## src/rtl/assert_macros.svh

```systemverilog
// Assertion macros shared by the tone event sequencer RTL.
// No dependencies; included by the files that carry concurrent checks.
`ifndef ASSERT_MACROS_SVH
`define ASSERT_MACROS_SVH

// Property that must hold at every clock edge outside reset.
`define TES_ASSERT(lbl, clk, rst_n, prop, msg) \
	lbl: assert property (@(posedge clk) disable iff (!rst_n) (prop)) else $error(msg);

// Same-cycle implication, checked outside reset.
`define TES_ASSERT_IMPLY(lbl, clk, rst_n, ante, cons, msg) \
	lbl: assert property (@(posedge clk) disable iff (!rst_n) (ante) |-> (cons)) else $error(msg);

`endif

```

## src/rtl/tes_pkg.sv

```systemverilog
// Types and constants of the tone event sequencer.
// No dependencies; imported by the interfaces and all RTL modules.
package tes_pkg;

	localparam int ACTION_W = 3;
	localparam int REQ_W    = 15;
	localparam int DIV_W    = 16;
	localparam int DUR_W    = 16;
	localparam int STATUS_W = 2;
	localparam int LEVEL_W  = 6;

	typedef enum logic [ACTION_W-1:0] {
		ACT_PUSH  = 3'd0,
		ACT_START = 3'd1,
		ACT_STOP  = 3'd2,
		ACT_EXIT  = 3'd3,
		ACT_TICK  = 3'd4
	} action_t;

	typedef enum logic [STATUS_W-1:0] {
		STAT_OK   = 2'd0,
		STAT_FULL = 2'd1,
		STAT_BUSY = 2'd2
	} status_t;

	typedef enum logic {
		SEQ_IDLE,
		SEQ_PLAYING
	} seq_state_t;

	// Controller to datapath
	typedef struct packed {
		logic    accept;
		logic    push;
		logic    pop;
		logic    play;
		logic    halt;
		logic    claim;
		logic    tick;
		logic    timer_off;
		status_t status;
	} tes_cmd_t;

	// Datapath to controller
	typedef struct packed {
		logic full;
		logic empty;
		logic owner_match;
		logic timer_on;
		logic tick_last;
		logic head_stop;
	} tes_stat_t;

endpackage

```

## src/rtl/tes_channel_if.sv

```systemverilog
// Valid/ready channels: one carries a sequencer item, the other its result.
// Depends on tes_pkg for field widths.
interface tes_item_if;
	import tes_pkg::*;
	logic                valid;
	logic                ready;
	logic [ACTION_W-1:0] action;
	logic [REQ_W-1:0]    requester_id;
	logic [DIV_W-1:0]    tone_divisor;
	logic [DUR_W-1:0]    duration_ticks;
	logic                tone_flag;
	logic                stop_flag;

	modport source (output valid, action, requester_id, tone_divisor, duration_ticks,
		tone_flag, stop_flag, input ready);
	modport sink (input valid, action, requester_id, tone_divisor, duration_ticks,
		tone_flag, stop_flag, output ready);
endinterface

interface tes_result_if;
	import tes_pkg::*;
	logic                valid;
	logic                ready;
	logic [STATUS_W-1:0] status;
	logic                gate_on;
	logic [DIV_W-1:0]    divisor_out;
	logic                divisor_load;
	logic                playing;
	logic [LEVEL_W-1:0]  queue_level;

	modport source (output valid, status, gate_on, divisor_out, divisor_load, playing,
		queue_level, input ready);
	modport sink (input valid, status, gate_on, divisor_out, divisor_load, playing,
		queue_level, output ready);
endinterface

```

## src/rtl/tes_controller.sv

```systemverilog
// Sequencer controller: decodes each transaction into datapath commands,
// tracks playback state and owns the result valid flag. Uses tes_pkg.
`include "assert_macros.svh"

module tes_controller (
	input  logic                         clk,
	input  logic                         arst_n,
	input  logic                         in_valid,
	input  logic [tes_pkg::ACTION_W-1:0] action,
	output logic                         in_ready,
	output logic                         out_valid,
	input  logic                         out_ready,
	input  tes_pkg::tes_stat_t           stat,
	output tes_pkg::tes_cmd_t            cmd,
	output logic                         playing
);
	import tes_pkg::*;

	seq_state_t state_q, state_d;
	logic       out_valid_q;
	logic       accept;

	assign in_ready  = !out_valid_q || out_ready;
	assign accept    = in_valid && in_ready;
	assign out_valid = out_valid_q;
	assign playing   = (state_q == SEQ_PLAYING);

	always_ff @(posedge clk or negedge arst_n) begin
		if (!arst_n) begin
			state_q     <= SEQ_IDLE;
			out_valid_q <= 1'b0;
		end else begin
			state_q <= state_d;
			if (accept) begin
				out_valid_q <= 1'b1;
			end else if (out_ready) begin
				out_valid_q <= 1'b0;
			end
		end
	end

	always_comb begin
		state_d = state_q;
		if (cmd.halt) begin
			state_d = SEQ_IDLE;
		end else if (cmd.claim) begin
			state_d = SEQ_PLAYING;
		end
	end

	always_comb begin
		logic do_adv;
		do_adv     = 1'b0;
		cmd        = '0;
		cmd.status = STAT_OK;
		cmd.accept = accept;
		if (accept) begin
			case (action)
				ACT_PUSH: begin
					if (playing && !stat.owner_match) begin
						cmd.status = STAT_BUSY;
					end else if (stat.full) begin
						cmd.status = STAT_FULL;
					end else begin
						cmd.push = 1'b1;
					end
				end
				ACT_START: begin
					if (!playing) begin
						cmd.claim = 1'b1;
						do_adv    = 1'b1;
					end
				end
				ACT_STOP: cmd.halt = 1'b1;
				ACT_EXIT: cmd.halt = stat.owner_match;
				ACT_TICK: begin
					if (stat.timer_on) begin
						cmd.tick = 1'b1;
						if (stat.tick_last) begin
							cmd.timer_off = 1'b1;
							do_adv        = playing;
						end
					end
				end
				default: ;
			endcase
		end
		// next event: empty queue or stop-flagged head ends playback
		if (do_adv) begin
			if (stat.empty || stat.head_stop) begin
				cmd.halt = 1'b1;
			end else begin
				cmd.pop  = 1'b1;
				cmd.play = 1'b1;
			end
		end
	end

	`TES_ASSERT_IMPLY(a_idle_no_timer, clk, arst_n, state_q == SEQ_IDLE, !stat.timer_on, "timer running while idle")
	`TES_ASSERT(a_push_excl, clk, arst_n, !(cmd.push && (cmd.pop || cmd.halt)), "push combined with pop or halt")
	`TES_ASSERT_IMPLY(a_cmd_needs_accept, clk, arst_n, cmd.push || cmd.halt || cmd.tick, cmd.accept, "command without transaction")

endmodule

```

## src/rtl/tes_datapath.sv

```systemverilog
// Sequencer datapath: event queue memory with registered head read,
// pointers, owner, timer and tone generator state. Uses tes_pkg.
`include "assert_macros.svh"

module tes_datapath #(
	parameter int QUEUE_DEPTH = 32,
	parameter int MAX_TICKS   = 1000
) (
	input  logic                         clk,
	input  logic                         arst_n,
	input  tes_pkg::tes_cmd_t            cmd,
	input  logic [tes_pkg::REQ_W-1:0]    requester_id,
	input  logic [tes_pkg::DIV_W-1:0]    tone_divisor,
	input  logic [tes_pkg::DUR_W-1:0]    duration_ticks,
	input  logic                         tone_flag,
	input  logic                         stop_flag,
	output tes_pkg::tes_stat_t           stat,
	output logic [tes_pkg::STATUS_W-1:0] status,
	output logic                         gate_on,
	output logic [tes_pkg::DIV_W-1:0]    divisor_out,
	output logic                         divisor_load,
	output logic [tes_pkg::LEVEL_W-1:0]  queue_level
);
	import tes_pkg::*;

	localparam int IW = $clog2(QUEUE_DEPTH);
	localparam int CW = $clog2(QUEUE_DEPTH + 1);
	localparam int DW = $clog2(MAX_TICKS + 1);
	localparam int EW = DIV_W + DW + 2;

	logic [EW-1:0]    mem [QUEUE_DEPTH];
	logic [EW-1:0]    head_q;
	logic [EW-1:0]    wdata;
	logic [IW-1:0]    wr_q, rd_q, rd_d;
	logic [CW-1:0]    fill_q;
	logic [REQ_W-1:0] owner_q;
	logic             gate_q;
	logic [DIV_W-1:0] loaded_q;
	logic [DW-1:0]    ticks_q;
	logic             timer_q;
	status_t          status_q;
	logic             strobe_q;
	logic [DUR_W-1:0] dur_c;
	logic [DIV_W-1:0] head_div;
	logic [DW-1:0]    head_dur;
	logic             head_tone;
	logic             sound;

	function automatic logic [IW-1:0] next_slot(input logic [IW-1:0] i);
		return (i == IW'(QUEUE_DEPTH - 1)) ? '0 : i + 1'b1;
	endfunction

	always_comb begin
		if (duration_ticks == '0) begin
			dur_c = DUR_W'(1);
		end else if (duration_ticks > DUR_W'(MAX_TICKS)) begin
			dur_c = DUR_W'(MAX_TICKS);
		end else begin
			dur_c = duration_ticks;
		end
	end

	assign wdata     = {tone_divisor, DW'(dur_c), stop_flag, tone_flag};
	assign head_div  = head_q[EW-1 -: DIV_W];
	assign head_dur  = head_q[DW+1:2];
	assign head_tone = head_q[0];
	assign sound     = head_tone && (head_div != '0);

	always_comb begin
		if (cmd.halt) begin
			rd_d = '0;
		end else if (cmd.pop) begin
			rd_d = next_slot(rd_q);
		end else begin
			rd_d = rd_q;
		end
	end

	// head_q always mirrors the entry at the read pointer; a write to that
	// entry in the same cycle is forwarded
	always_ff @(posedge clk) begin
		if (cmd.push) begin
			mem[wr_q] <= wdata;
		end
		if (cmd.push && (wr_q == rd_d)) begin
			head_q <= wdata;
		end else begin
			head_q <= mem[rd_d];
		end
	end

	always_ff @(posedge clk or negedge arst_n) begin
		if (!arst_n) begin
			wr_q     <= '0;
			rd_q     <= '0;
			fill_q   <= '0;
			owner_q  <= '0;
			gate_q   <= 1'b0;
			loaded_q <= '0;
			ticks_q  <= '0;
			timer_q  <= 1'b0;
			status_q <= STAT_OK;
			strobe_q <= 1'b0;
		end else begin
			rd_q <= rd_d;
			if (cmd.accept) begin
				status_q <= cmd.status;
				strobe_q <= cmd.play && sound && (head_div != loaded_q);
			end
			if (cmd.halt) begin
				wr_q     <= '0;
				fill_q   <= '0;
				owner_q  <= '0;
				gate_q   <= 1'b0;
				loaded_q <= '0;
				ticks_q  <= '0;
				timer_q  <= 1'b0;
			end else begin
				if (cmd.push) begin
					wr_q   <= next_slot(wr_q);
					fill_q <= fill_q + 1'b1;
				end else if (cmd.pop) begin
					fill_q <= fill_q - 1'b1;
				end
				if (cmd.claim) begin
					owner_q <= requester_id;
				end
				if (cmd.play) begin
					gate_q <= sound;
					if (sound && (head_div != loaded_q)) begin
						loaded_q <= head_div;
					end
				end
				if (cmd.play && (!timer_q || cmd.timer_off)) begin
					ticks_q <= head_dur;
					timer_q <= 1'b1;
				end else if (cmd.tick) begin
					if (ticks_q != '0) begin
						ticks_q <= ticks_q - 1'b1;
					end
					if (cmd.timer_off) begin
						timer_q <= 1'b0;
					end
				end
			end
		end
	end

	assign stat.full        = (fill_q >= CW'(QUEUE_DEPTH));
	assign stat.empty       = (fill_q == '0);
	assign stat.owner_match = (owner_q == requester_id);
	assign stat.timer_on    = timer_q;
	assign stat.tick_last   = (ticks_q == '0) || (ticks_q == DW'(1));
	assign stat.head_stop   = head_q[1];

	assign status       = status_q;
	assign gate_on      = gate_q;
	assign divisor_out  = loaded_q;
	assign divisor_load = strobe_q;
	assign queue_level  = LEVEL_W'(fill_q);

	`TES_ASSERT(a_fill_bound, clk, arst_n, fill_q <= CW'(QUEUE_DEPTH), "queue fill count beyond depth")
	`TES_ASSERT_IMPLY(a_strobe_gate, clk, arst_n, strobe_q, gate_q && (loaded_q != '0), "divisor strobe without open gate")
	`TES_ASSERT_IMPLY(a_gate_loaded, clk, arst_n, gate_q, loaded_q != '0, "gate open with no divisor loaded")

endmodule

```

## src/rtl/tone_event_sequencer.sv

```systemverilog
// Tone event sequencer top level: joins controller and datapath to the
// item and result channels. Uses tes_pkg, tes_item_if, tes_result_if.
//
// Usage: every transaction on item carries an action (push, start, stop,
// owner exit, timer tick) with the event fields; each one yields exactly one
// transaction on result with the push status and the tone generator state
// after the item (gate, divisor, reload strobe, playing, queue level).
// The result is registered at the edge that accepts the item and is offered
// from the next cycle. Throughput is one item per cycle while the receiver
// keeps up; the head event of the queue memory is kept in a registered read
// port, so loading the next event does not wait on a memory read.
// item.ready is high whenever the result register is empty or is being taken
// in the same cycle; while the receiver stalls, the result and all state hold
// and item.ready stays low.
// Reset clears pointers, fill count, owner, timer and tone state; the queue
// memory itself is not cleared and needs no clearing pass. QUEUE_DEPTH sets
// the queue size, MAX_TICKS the duration clamp and timer width.
module tone_event_sequencer #(
	parameter int QUEUE_DEPTH = 32,
	parameter int MAX_TICKS   = 1000
) (
	input logic           clk,
	input logic           arst_n,
	tes_item_if.sink      item,
	tes_result_if.source  result
);
	import tes_pkg::*;

	tes_cmd_t  cmd;
	tes_stat_t stat;

	tes_controller u_ctrl (
		.clk       (clk),
		.arst_n    (arst_n),
		.in_valid  (item.valid),
		.action    (item.action),
		.in_ready  (item.ready),
		.out_valid (result.valid),
		.out_ready (result.ready),
		.stat      (stat),
		.cmd       (cmd),
		.playing   (result.playing)
	);

	tes_datapath #(
		.QUEUE_DEPTH (QUEUE_DEPTH),
		.MAX_TICKS   (MAX_TICKS)
	) u_dp (
		.clk            (clk),
		.arst_n         (arst_n),
		.cmd            (cmd),
		.requester_id   (item.requester_id),
		.tone_divisor   (item.tone_divisor),
		.duration_ticks (item.duration_ticks),
		.tone_flag      (item.tone_flag),
		.stop_flag      (item.stop_flag),
		.stat           (stat),
		.status         (result.status),
		.gate_on        (result.gate_on),
		.divisor_out    (result.divisor_out),
		.divisor_load   (result.divisor_load),
		.queue_level    (result.queue_level)
	);

endmodule

```

## src/flat_wrapper.sv

```systemverilog
// flat-port wrapper written by rule: the top's interface ports become plain ports
module tone_event_sequencer_flat import tes_pkg::*;
#(
	parameter int QUEUE_DEPTH = 32,
	parameter int MAX_TICKS   = 1000
)
  (clk, arst_n, item_valid, item_action, item_requester_id, item_tone_divisor, item_duration_ticks, item_tone_flag, item_stop_flag, item_ready, result_valid, result_status, result_gate_on, result_divisor_out, result_divisor_load, result_playing, result_queue_level, result_ready);
  tes_item_if item_i ();
  tes_result_if result_i ();
  input logic clk;
  input logic arst_n;
  input wire logic [$bits(item_i.valid)-1:0] item_valid;
  input wire logic [$bits(item_i.action)-1:0] item_action;
  input wire logic [$bits(item_i.requester_id)-1:0] item_requester_id;
  input wire logic [$bits(item_i.tone_divisor)-1:0] item_tone_divisor;
  input wire logic [$bits(item_i.duration_ticks)-1:0] item_duration_ticks;
  input wire logic [$bits(item_i.tone_flag)-1:0] item_tone_flag;
  input wire logic [$bits(item_i.stop_flag)-1:0] item_stop_flag;
  output wire logic [$bits(item_i.ready)-1:0] item_ready;
  output wire logic [$bits(result_i.valid)-1:0] result_valid;
  output wire logic [$bits(result_i.status)-1:0] result_status;
  output wire logic [$bits(result_i.gate_on)-1:0] result_gate_on;
  output wire logic [$bits(result_i.divisor_out)-1:0] result_divisor_out;
  output wire logic [$bits(result_i.divisor_load)-1:0] result_divisor_load;
  output wire logic [$bits(result_i.playing)-1:0] result_playing;
  output wire logic [$bits(result_i.queue_level)-1:0] result_queue_level;
  input wire logic [$bits(result_i.ready)-1:0] result_ready;
  assign item_i.valid = item_valid;
  assign item_i.action = item_action;
  assign item_i.requester_id = item_requester_id;
  assign item_i.tone_divisor = item_tone_divisor;
  assign item_i.duration_ticks = item_duration_ticks;
  assign item_i.tone_flag = item_tone_flag;
  assign item_i.stop_flag = item_stop_flag;
  assign item_ready = item_i.ready;
  assign result_valid = result_i.valid;
  assign result_status = result_i.status;
  assign result_gate_on = result_i.gate_on;
  assign result_divisor_out = result_i.divisor_out;
  assign result_divisor_load = result_i.divisor_load;
  assign result_playing = result_i.playing;
  assign result_queue_level = result_i.queue_level;
  assign result_i.ready = result_ready;
  tone_event_sequencer #(.QUEUE_DEPTH(QUEUE_DEPTH), .MAX_TICKS(MAX_TICKS)) u_core (.clk(clk), .arst_n(arst_n), .item(item_i), .result(result_i));
endmodule
```

## config.mk

```make
export PLATFORM = sky130hd
export DESIGN_NAME = tone_event_sequencer_flat
export DESIGN_NICKNAME = d
export VERILOG_FILES = /design/src/rtl/tes_pkg.sv /design/src/rtl/tes_channel_if.sv /design/src/rtl/tes_controller.sv /design/src/rtl/tes_datapath.sv /design/src/rtl/tone_event_sequencer.sv /design/src/flat_wrapper.sv
export VERILOG_INCLUDE_DIRS = /design/src /design/src/rtl
export SDC_FILE = /design/constraint.sdc
export NUM_CORES = 1
export LEC_CHECK = 0
export ABC_AREA = 1
export BUFFER_PORTS_ARGS = -buffer_cell sky130_fd_sc_hd__buf_2
export CAP_MARGIN = 20
export CELL_PAD_IN_SITES_DETAIL_PLACEMENT = 1
export CELL_PAD_IN_SITES_GLOBAL_PLACEMENT = 1
export CORE_UTILIZATION = 51
export DETAILED_ROUTE_END_ITERATION = 10
export GPL_TIMING_DRIVEN = 0
export PLACE_DENSITY_LB_ADDON = 0.1
export SYNTH_ARGS = -nofsm -noshare
export SYNTH_HDL_FRONTEND = slang
export SYNTH_SLANG_ARGS = --single-unit
```

## constraint.sdc

```tcl
create_clock -name clk -period 4.3 [get_ports clk]
set_input_delay 0.43 -clock clk [delete_from_list [all_inputs] [get_ports clk]]
set_output_delay 0.43 -clock clk [all_outputs]
set_load 0.01 [all_outputs]
```

### Yosys cells after proc, flatten, opt, wreduce, memory -nomap -nowiden

Memories as Yosys holds them, arrays and structs flattened. A register that Yosys moved wholly into a read port is not among the register bits.
Index checks and enable logic that the tools add are counted.

| word-level totals | value |
|---|---|
| output and inout bits | 29 |
| logic and storage cells | 114 |
| ROM bits | 0 |
| bits in latches | 0 |
| bits in writable memories | 896 |
| bits in registers | 64 |
| bits of input ports | 56 |
| memories | 1 |

Memory list:

| name | depth | width | rd ports | clocked after Yosys merged registers in | wr ports | line | source |
|---|---|---|---|---|---|---|---|
| u_core.u_dp.mem | 32 | 28 | 1 | 1 | 1 | tes_datapath.sv:31 | `logic [EW-1:0] mem [QUEUE_DEPTH];` |

| cells by class | value |
|---|---|
| $mul | 0 |
| multiplexer cells | 53 |
| equal/unequal tests | 9 |
| reductions and logical operators | 32 |
| $lt $le $gt $ge | 2 |
| bitwise operators | 0 |
| div/mod/pow operators | 0 |
| $add $sub $neg | 5 |
| shift-type cells | 0 |

Operators by type and width:

| operator | number |
|---|---|
| $mux W10 | 6 |
| $mux W16 | 3 |
| $mux W15 | 2 |
| $mux W5 | 6 |
| $mux W1 | 24 |
| $mux W6 | 4 |
| $gt A16 B10 Y1 const B | 1 |
| $logic_not A16 Y1 | 1 |
| $ne A16 B16 Y1 | 1 |
| $reduce_bool A16 Y1 | 1 |
| $eq A15 B15 Y1 | 1 |
| $reduce_bool A3 Y1 | 4 |
| $add A5 B1 Y5 const B | 2 |
| $eq A10 B1 Y1 const B | 1 |
| $eq A5 B5 Y1 const B | 2 |
| $logic_not A10 Y1 | 1 |
| $mux W2 | 5 |
| $reduce_bool A10 Y1 | 1 |
| $reduce_bool A2 Y1 | 5 |
| $sub A10 B1 Y10 const B | 1 |
| $logic_and A1 B1 Y1 | 7 |
| $add A6 B1 Y6 const B | 1 |
| $eq A3 B2 Y1 const B | 2 |
| $ge A6 B6 Y1 const B | 1 |
| other kinds (10) | 18 |

### Longest topological paths before layout

| depth | value |
|---|---|
| word-level depth | 11 |
| depth in mapped cells | 21 |
| depth with buffers taken out | 19 |

### Cells and area by module

Synthesis repeated with hierarchy kept, for this count alone.

| unflattened totals | value |
|---|---|
| cells, all modules | 3,444 |
| area, all modules | 40,092.2 um^2 |

Modules (own cells, without submodules):

| module | cells each | instances | area each (um^2) |
|---|---|---|---|
| tes_datapath | 3,408 | 1 | 39,862.0 |
| tes_controller | 36 | 1 | 230.2 |

### Least setup slack after synthesis

OpenSTA, ideal clock, no wires.

| timing | value |
|---|---|
| kind | input-to-reg |
| start | input port item_requester_id[4] |
| end | memory u_core.u_dp.mem[11][0] in the netlist's numbering (enable) |
| arrival | 2,838 ps |
| stages on the path | 8 |
| data required time | 3,887 ps |
| path slack | 1,049 ps |
| library setup time | 413 ps |
| buffers on the path | 0 |
| cells stage by stage | xor2_1 -> nor4_1 -> nand2_1 -> nand2_1 -> nand3_1 -> nor2_2 -> nand2_1 -> nor2_1 |

| on the way | value |
|---|---|
| longest elaborated chain between the ends | 8 |

Ends and longest elaborated chain:

| what | line | source |
|---|---|---|
| start, declared | flat_wrapper.sv:14 | `input wire logic [$bits(item_i.requester_id)-1:0] item_requester_id;` |
| $eq A15 B15 Y1 | tes_datapath.sv:151 | `assign stat.owner_match = (owner_q == requester_id);` |
| $logic_not A1 Y1 | tes_controller.sv:60 | `if (playing && !stat.owner_match) begin` |
| $logic_and A1 B1 Y1 | tes_controller.sv:60 |  |
| $mux W1 | tes_controller.sv:60 |  |
| $mux W1 | tes_controller.sv:58 | `case (action)` |
| $mux W1 | tes_controller.sv:57 | `if (accept) begin` |
| $mux W1 | tes_datapath.sv:82 | `if (cmd.push) begin` |
| $mux W1 (implied by the code) | tes_datapath.sv:83 | `mem[wr_q] <= wdata;` |
| end, declared | tes_datapath.sv:31 |  |

Every way passes these cells.

==> reports/metrics.cfg <==
[worst_hold_path]
worstHoldStart = item_requester_id[6]
whs_endpoint = u_core.u_dp.owner_q[6]$_DFFE_PN0P_
hold_class = input pin to register
worst_hold_path.num_cells = 3

[critical_path]
rrSetupSlack_ns = 0.17
crit_fanout = 10
crit_arrival_ns = 4.74
cpPeakStageDelay_ns = 0.70
path_common_cell = nand2_1
r2r_cells = 14
cp.required_ns = 4.91
cp_cell_sequence = clkbuf_1 -> inv_1 -> buf_2 -> buf_2 -> clkbuf_1 -> clkbuf_1 -> nand2_1 -> o311ai_0 -> o21ai_0 -> nand2_1 -> nand3_1 -> o21ai_1 -> nand2_1 -> nand2_1
worstSetupPathType = register to register
cpMaxStageDelayCell = clkbuf_1
worstSetupEndpointType = register
reg2reg_to = u_core.u_dp.ticks_q[2]$_DFFE_PN0P_
start_kind = register

[drt]
firstDrtPassIters = 5
avgRoutedWirePerCell_um = 32.3
vias = 30447
viasPerCell = 6.43
first_iter_violations = 3762
route.detailed.drc = 0
detail-route-antenna-nets = 0
drt-total-wl_um = 153000

[timing]
fmax_ghz = 0.242
rsz0062_at_grt = no
relSlewSlack_pct = 19.5
drv_slew = 0
finalCritPeriodShare_pct = 96.2
hold_violations = 0
finalSetupViolCount = 0
skew_ns = 0.0214
worstMarginPinSlew_ns = 1.21
whs_ns = 0.0194
fin_crit_ns = 4.13

[clocking]
cts.repair.resized = 0
h-tree-depth = 3
cts_buffer_depth = 3
cts.sinks = 965
cts_setup_buffers = 0
cts_buffers = 102
hold_buffers = 1
clock-root-buffer = clkbuf_16
cts_tree = done
clock_latency_ns = 0.67
clkTransAtPathRegs_ns = 0.06

[synthesis]
synthXorXnorAreaFrac_pct = 0.612
ys_seq_area_share_pct = 71.4
synth_top_family_by_area = simple AND/OR/NAND/NOR gates
synth_area_um2 = 40000
synth_compound_area_share_pct = 5.06
yosysTopAreaCellShare_pct = 67.2
synth_ff_type = edfxtp_1
yosys.area_share.simple_pct = 19.0
synth.largest_area_cell = edfxtp_1
synth.avg_cell_area_um2 = 11.9
syn_nets = 3443
ys_types = 51
synth_edf_count = 896
synth_seq_cells = 965
netlist_top_cells_area = edfxtp_1, nand2_1, nand3_1, dfrtp_1, a21oi_1
synth_mux_area_share_pct = 0
yosysWarnings = 0
async_flop_share_pct = 6.63
synthAdderAreaFrac_pct = 0.487
synth_cells = 3372

[die]
core_um2 = 77600
row_count = 102
fp.dieW_um = 282
start_util_pct = 51.6
die_h_um = 282
ios = 85
die_area_um2 = 79600

[power]
switching_share_pct = 36.6
finalPower_w = 0.0288
pwr-share-clk_pct = 31.5
p_comb_share_pct = 31.4
p_leak_nw = 17.3
p_per_area_nw_per_um2 = 619
switching_power_w = 0.0105
internal-power_w = 0.0182
peakVddDrop_v = 0.000399
p_seq_share_pct = 37.1

[final_layout]
drive_above_1_share_pct = 13.5
finalNetCount = 3678
area_growth_pct = 16.1
diodes = 0

[global_route]
antenna_found_initial = 2
grt_use_total_pct = 38.6
grt_overflow = 0
grt_max_degree = 65
grt_pass1_wl_um = 216000
grt_pass1_vias = 31442

[place]
portBuffers = 84
dpl.hpwl_um = 100000
finalWeightedCongestion = 0.892

[status]
status = completed

[job]
max_cap_violations = 0

[area by class of cell]
type                            count  area (um^2)
Fill cell                        7941        31100
Sequential cell                   965        28600
Inverter                           48          185
Multi-Input combinational cell   2156        10300
Timing Repair Buffer              131         1500
Buffer                            203         1170
Clock buffer                      133         2770
Clock inverter                     60          626
Tap cell                         1040         1300
[cell families (layout without fill, tap and decap cells)]
kind of cell,Yosys count,count (layout)
buffers and inverters,251,575
XOR/XNOR,28,28
AO/OA/AOI/OAI,333,333
AND/OR/NAND/NOR,1780,1780
adder cells (fa/ha/maj),15,15
flip-flops,965,965
[critical path, delay by kind of cell (launching register included)]
kind	cells	cell delay [ns]
AND/OR/NAND/NOR	5	0.61
AO/OA/AOI/OAI	3	0.64
buffers and inverters	6	2.49
flip-flops	1	0.30
[power by group through the flow]
stage	registers [W]	clock network (W)	logic (W)
after floorplan	0.0108	0	0.00516
after global routing	0.0107	0.00938	0.00955
after detailed placement	0.0109	0	0.00869
after CTS	0.0107	0.00907	0.00883
final	0.0107	0.00907	0.00903
after global placement	0.0108	0	0.00830
[flip-flops by register name, indices dropped and copies added (netlist names), named ones only]
name / count
u_core.u_dp.divisor_load: 1
u_core.u_dp.wr_q: 5
u_core.u_dp.rd_q: 5
u_core.u_dp.status: 2
u_core.u_dp.ticks_q: 10
u_core.u_dp.gate_on: 1
u_core.u_dp.mem: 896
u_core.u_ctrl.out_valid: 1
u_core.u_dp.owner_q: 15
u_core.u_dp.queue_level: 6
u_core.u_dp.timer_q: 1
u_core.u_dp.divisor_out: 16
u_core.u_ctrl.playing: 1
[cell usage in the layout (no fill, tap or decap), drive strengths merged, types with 48 or more instances in the layout]
cell and n:
nand3 517, nand2 1104, o21ai 53, inv 48, nor2 106, clkbuf 173, buf 293, edfxtp 896
a21oi 163, dfrtp 64
[routing by layer]
metal,GRT usage [%],part of all wire [%],up-vias
met5,0,0.013,-
met4,25.2,7.4,2
met3,7.14,9.6,566
met2,62.2,47,1941
met1,47.8,36,15409
li1,-,-,12529
[synth_stat cells (2+ instances only)]
cell and count:
inv_2 3, nand3_2 18, nand2_1 1100, dfrtp_1 64
o311ai_0 11, a21oi_1 163, nand4_1 23, nand3_1 499
a221o_1 6, or2_2 4, a32oi_1 3, buf_4 22
o21a_1 3, buf_8 2, a221oi_1 13, inv_1 42
nor2_1 101, a22oi_1 39, nand2_2 3, xor2_1 14
a32o_1 9, o21ai_0 36, dfxtp_1 5, clkinv_1 2
ha_1 14, buf_1 11, a31oi_1 2, buf_2 105
o21ai_1 16, clkbuf_1 40, xnor2_1 14, nand3b_1 16
nor2_2 3, nor4_1 3, nor3_1 4, o22ai_1 6
edfxtp_1 896, buf_6 23, o31ai_1 2, o211ai_1 21
[how the worst max path moves through the flow]
stage | slack (ns) | start | depth (start not counted) | end
CTS | 0.36 | register | 14 | u_core.u_dp.ticks_q[2]$_DFFE_PN0P_
detailed placement | 0.34 | item_requester_id[10] | 12 | u_core.u_dp.mem[9][0]$_DFFE_PP_
global placement | -1.90 | item_requester_id[8] | 10 | u_core.u_dp.mem[0][17]$_DFFE_PP_
floorplan | 1.05 | item_requester_id[4] | 8 | u_core.u_dp.mem[11][0]$_DFFE_PP_
finish | 0.17 | register | 14 | u_core.u_dp.ticks_q[2]$_DFFE_PN0P_
global route | 0.20 | register | 14 | u_core.u_dp.ticks_q[5]$_DFFE_PN0P_
[per-stage QoR]
step | TNS, ns | util, % | setup slack (ns) | area (um^2) | std cells
floorplan | 0 | - | 1.05 | 40000 | 3372
global route | 0 | 59.9 | 0.204 | 46500 | 4736
detailed placement | 0 | 55.5 | 0.341 | 43100 | 4541
global placement | -1476.24 | 53.8 | -1.90 | 41800 | 4496
CTS | 0 | 59.9 | 0.360 | 46500 | 4735
finish | 0 | 59.9 | 0.166 | 46500 | 4736
Power figures use the tool's default switching activity.
